==> src/pwli_pkg.sv <==
// Shared constants, field widths and the table entry type for the
// piecewise linear table interpolator. No dependencies.
`default_nettype none

package pwli_pkg;

    localparam int TABLE_DEPTH = 64;
    localparam int ADDR_W      = $clog2(TABLE_DEPTH);

    // Field widths
    localparam int IDX_W  = 6;
    localparam int LEN_W  = 7;
    localparam int BP_W   = 17;
    localparam int VAL_W  = 32;
    localparam int PROG_W = 19;

    // Datapath widths
    localparam int DV_W      = VAL_W + 1;           // value difference
    localparam int PROD_W    = BP_W + DV_W;         // signed product
    localparam int DIV_W     = PROD_W - 1;          // product magnitude
    localparam int DIV_CNT_W = $clog2(DIV_W + 1);
    localparam int QMAG_W    = VAL_W + 1;           // quotient never exceeds |dv|
    localparam int SUM_W     = VAL_W + 3;

    localparam logic ACT_LOAD  = 1'b0;
    localparam logic ACT_QUERY = 1'b1;

    localparam logic [LEN_W-1:0] LEN_RESET = 7'd64;
    localparam logic [LEN_W-1:0] LEN_MIN   = 7'd2;

    localparam logic signed [PROG_W-1:0] PROG_ONE  = 19'sd65536;
    localparam logic signed [VAL_W-1:0]  VALUE_MAX = 32'sh7FFF_FFFF;

    typedef struct packed {
        logic [BP_W-1:0]         bp;
        logic signed [VAL_W-1:0] val;
    } table_entry_t;

endpackage

`default_nettype wire

==> src/pwli_divider.sv <==
// Unsigned restoring divider, one quotient bit per cycle.
// Depends on pwli_pkg.
`default_nettype none

module pwli_divider (
    input  wire logic                       clk,
    input  wire logic                       rst_n,
    input  wire logic                       start,
    input  wire logic [pwli_pkg::DIV_W-1:0] dividend,
    input  wire logic [pwli_pkg::BP_W-1:0]  divisor,
    output logic                            done,
    output logic [pwli_pkg::DIV_W-1:0]      quotient
);
    import pwli_pkg::*;

    logic                 busy_reg, busy_next;
    logic                 done_reg, done_next;
    logic [DIV_CNT_W-1:0] cnt_reg, cnt_next;
    logic [BP_W-1:0]      rem_reg, rem_next;
    logic [BP_W-1:0]      dvsr_reg, dvsr_next;
    logic [DIV_W-1:0]     quo_reg, quo_next;

    logic [BP_W:0] shifted;
    logic [BP_W:0] diff;
    logic          ge;

    assign shifted = {rem_reg, quo_reg[DIV_W-1]};
    assign diff    = shifted - {1'b0, dvsr_reg};
    assign ge      = (shifted >= {1'b0, dvsr_reg});

    always_comb
    begin
        busy_next = busy_reg;
        done_next = 1'b0;
        cnt_next  = cnt_reg;
        rem_next  = rem_reg;
        dvsr_next = dvsr_reg;
        quo_next  = quo_reg;
        if (start)
        begin
            busy_next = 1'b1;
            cnt_next  = DIV_CNT_W'(DIV_W);
            rem_next  = '0;
            dvsr_next = divisor;
            quo_next  = dividend;
        end
        else if (busy_reg)
        begin
            rem_next = ge ? diff[BP_W-1:0] : shifted[BP_W-1:0];
            quo_next = {quo_reg[DIV_W-2:0], ge};
            cnt_next = cnt_reg - 1'b1;
            if (cnt_reg == DIV_CNT_W'(1))
            begin
                busy_next = 1'b0;
                done_next = 1'b1;
            end
        end
    end

    always_ff @(posedge clk or negedge rst_n)
    begin
        if (!rst_n)
        begin
            busy_reg <= 1'b0;
            done_reg <= 1'b0;
            cnt_reg  <= '0;
        end
        else
        begin
            busy_reg <= busy_next;
            done_reg <= done_next;
            cnt_reg  <= cnt_next;
        end
    end

    always_ff @(posedge clk)
    begin
        rem_reg  <= rem_next;
        dvsr_reg <= dvsr_next;
        quo_reg  <= quo_next;
    end

    assign done     = done_reg;
    assign quotient = quo_reg;

endmodule

`default_nettype wire

==> config.mk <==
export PLATFORM = sky130hd
export DESIGN_NAME = pwli_divider
export DESIGN_NICKNAME = d
export VERILOG_FILES = /design/src/pwli_pkg.sv /design/src/pwli_divider.sv
export SDC_FILE = /design/constraint.sdc
export NUM_CORES = 1
export LEC_CHECK = 0
export BUFFER_PORTS_ARGS = -buffer_cell sky130_fd_sc_hd__buf_2
export CORE_MARGIN = 4
export CORE_UTILIZATION = 53
export DETAILED_ROUTE_END_ITERATION = 8
export GPL_ROUTABILITY_DRIVEN = 0
export PLACE_DENSITY = 0.77
export SLEW_MARGIN = 20
export SYNTH_ARGS = -nofsm -noshare
export SYNTH_HDL_FRONTEND = slang
export SYNTH_SLANG_ARGS = --single-unit
==> constraint.sdc <==
create_clock -name clk -period 2.9 [get_ports clk]
set_input_delay 0.145 -clock clk [delete_from_list [all_inputs] [get_ports clk]]
set_output_delay 0.145 -clock clk [all_outputs]
set_load 0.005 [all_outputs]
==> impl_summary.txt <==
----------------------------------------------------
[Floorplan]
  Starting density of the core ... 0.541
  Chip Height ... 102 um
  Placeable core region ... 8680 um^2
  Standard-cell rows ... 34
  Die width ... 102 um
  I/O pins ... 119
  Total Die Area ... ~10000 um^2

[STA]
  Setup clock skew after layout ... 0.0129 ns
  Setup tns final ... 0 ns
  Post-route clock period utilization ... 0.942
  Relative max-transition margin ... 0.485
  Unrepaired setup endpoints after global routing ... false
  Final hold slack ... 0.0816 ns
  Slew Viols, Final ... 0
  Number of failing setup endpoints in the final timing report ... 0
  Final critical delay including setup and external delays ... 2.73 ns
  Final hold viol count ... 0
  Actual transition at the worst max-transition pin ... a little under 0.8 ns
  Fmax ... 366 MHz

[Cells and area]
  Area grow syn2layout ... 24.8%
  Flip-flop count of the largest register, all copies and words added ... 49
  Layout cells sized above 1 ... 0.386
  Final layout net count ... 612
  Ant diodes ... 0

[Clock network]
  CTS tree ... yes
  Clk buf depth ... 2
  Cell at the root of the clock tree ... clkbuf_8
  Clock Sink Count ... 91
  Count of H-tree levels built during CTS ... 3
  CTS Buf Count ... 9
  Clock transition at the registers of the reported paths ... ~0.10 ns
  Clock insertion delay at the later pin of the skew report ... 0.36 ns

[Flow run]
  Number of violations of the max-capacitance limit ... 0

[Logic synthesis]
  EDFF count, synth ... 66
  Mean Syn Cell Area ... 12.3 um^2
  Post-synthesis cell type count ... 51
  Async SR Flop Fraction ... 0.0879
  Primary flip-flop cell chosen by synthesis mapping ... edfxtp_1
  Synth Warn # ... 0
  Post-synthesis instance area ... 4690 um^2
  Mapped Nets ... 472
  Instance count of the mapped netlist ... 383
  Register bit count reported by yosys ... 91
  Sequential area share after synthesis ... 0.537

[GRT]
  Total Routing Usage GR ... 0.216
  First-pass GRT wire length ... 17.5 mm
  GR Util met2 ... 0.349
  Residual overflow from global routing ... 0
  GR Util met1 ... 0.267
  Met3 global-route usage ... 0.0894
  Initial antenna violation count ... 0
  Layer carrying the most global-route usage ... met2
  Vias in the first global route ... 3636
  Maximum number of pins on one net before global-route repair ... about 50

[Setup path]
  Capture point of the worst path ... quotient[0]$_DFFE_PP_
  Origin of the worst setup path ... quotient[48]$_DFFE_PP_
  Slack of the worst reg-to-reg path ... 0.17 ns
  Reg-to-reg critical path startpoint ... quotient[48]$_DFFE_PP_
  Worst Setup End Kind ... flip-flop
  Req. time, crit path ... 3.01 ns
  Path depth of the worst reg2reg path ... 10
  Crit Path Max Fanout ... 9
  Capture instance of the worst register-to-register path ... quotient[0]$_DFFE_PP_
  Crit start category ... flip-flop
  Data arrival time of the critical path ... 2.85 ns
  Setup Crit Path Kind ... flip-flop to flip-flop

[Detailed routing]
  First-pass detailed-route iteration total ... 5
  Post-route ant nets ... 0
  Vias per cell ... 5.46
  Routed via count ... 3472
  Count of routing violations after the opening detailed-route iteration ... 189
  Count of unresolved DRC violations after routing ... 0
  Final wirelength ... 10.8 mm
  Per-cell routed wire length ... 17.0 um

[Worst hold path]
  Worst hold-check path type ... input pin to flip-flop

[Pwr]
  Leakage ... 2.55 nW
  Worst vdd rail ir drop ... 0.394 mV
  Total power density per cell area ... 626 nW/um^2

[Placed design]
  Port bufs ... 118
  Dpl hpwl ... 7.84 mm

[Run status]
  Outcome ... finished clean

----------------------------------------------------
-- power breakdown --
part	switching, mW	internal (mW)	total, mW
clock	0.456	0.576	1.03
combinational	0.482	0.489	0.971
sequential	0.0987	1.56	1.66
total	1.04	2.63	3.66
-- worst min-delay path by stage --
stage          cells after the start                     end  slack, ns    startpoint
2_1_floorplan                      0      busy_reg$_DFF_PN0_      -0.15         rst_n
3_3_place_gp                       1  cnt_reg[1]$_DFFE_PN0P_     -0.004         rst_n
3_5_place_dp                       1  cnt_reg[1]$_DFFE_PN0P_     -0.003         rst_n
4_1_cts                            2  quotient[17]$_DFFE_PP_       0.07  dividend[17]
5_1_grt                            2  quotient[23]$_DFFE_PP_       0.06  dividend[23]
6_report                           2  quotient[17]$_DFFE_PP_       0.08  dividend[17]
-- cell usage after synthesis (all sizes together) (3+ instances only) --
master | n | area [um^2]
and3 | 3 | 18.8
xnor2 | 12 | 105
dfrtp | 8 | 200
o21ai | 8 | 40.0
a211oi | 16 | 125
clkbuf | 9 | 33.8
o21a | 4 | 30.0
a31o | 3 | 26.3
xor2 | 5 | 43.8
a21o | 5 | 37.5
nand3 | 4 | 20.0
nand2b | 8 | 50.1
dfxtp | 17 | 340
nand2 | 22 | 82.6
a21oi | 15 | 75.1
inv | 24 | 90.1
mux2 | 50 | 563
edfxtp | 66 | 1980
o31ai | 4 | 43.8
o211ai | 3 | 22.5
ha | 19 | 238
mux2i | 9 | 90.1
nor2 | 25 | 93.8
nor3 | 7 | 35.0
buf | 9 | 53.8
-- per-stage QoR --
stage	std cells	setup slack [ns]	util	total power, mW	instance area, um^2
4_1_cts	634	0.0480	0.673	3.66	5840
3_5_place_dp	600	0.0444	0.624	2.62	5410
6_report	636	0.167	0.675	3.66	5860
2_1_floorplan	383	0.186	-	2.31	4690
5_1_grt	636	0.0526	0.675	3.87	5860
3_3_place_gp	600	0.151	0.624	2.59	5410
-- layout make-up --
type,instances,area [um^2]
Sequential cell,91,2520
Fill cell,657,2820
Timing Repair Buffer,147,868
Tap cell,108,135
Clock buffer,10,128
Clock inverter,6,115
Multi-Input combinational cell,250,2000
Inverter,24,90.1
-- cells in the final DEF (no fill, tap or decap), drive strengths merged, types with 15 or more instances in the layout --
cell	netlist	layout
dfxtp	17	17
mux2	50	50
a211oi	16	16
nand2	22	22
edfxtp	66	66
ha	19	19
inv	24	24
buf	9	129
a21oi	15	15
dlygate4sd3	0	18
nor2	25	25
-- worst max-delay path, cell delays in order, from the launching register on --
cell	delay [ns]
edfxtp_1	0.38
inv_1	0.09
ha_1	0.17
inv_1	0.06
fa_1	0.44
a211oi_2	0.32
o31ai_4	0.11
a211oi_2	0.27
o311ai_4	0.20
buf_4	0.22
mux2_2	0.25
-- routing by layer --
metal | vias to the layer above | wire (um)
met2 | 136 | 5110
met4 | 0 | 196
met1 | 1629 | 4410
met3 | 17 | 1090
li1 | 1690 | -
met5 | - | 0
-- what timing repair did --
action	in CTS	in global routing
resized for setup	0	1
buffers inserted	0	2
endpoints found under the hold margin	25	0
hold buffers	18	0
endpoints found under the setup margin	0	12
-- kinds of logic (layout without fill, tap and decap cells) --
family	after synthesis	count (layout)	share of synthesized area
AO/OA/AOI/OAI	72	72	0.115
XOR/XNOR	17	17	0.0317
adder cells (fa/ha/maj)	20	20	0.0549
buffers and inverters	42	187	0.0379
flip-flops	91	91	0.537
multiplexers	59	59	0.139
AND/OR/NAND/NOR	82	82	0.0834
Note: power is estimated with default switching activity, not from simulation.
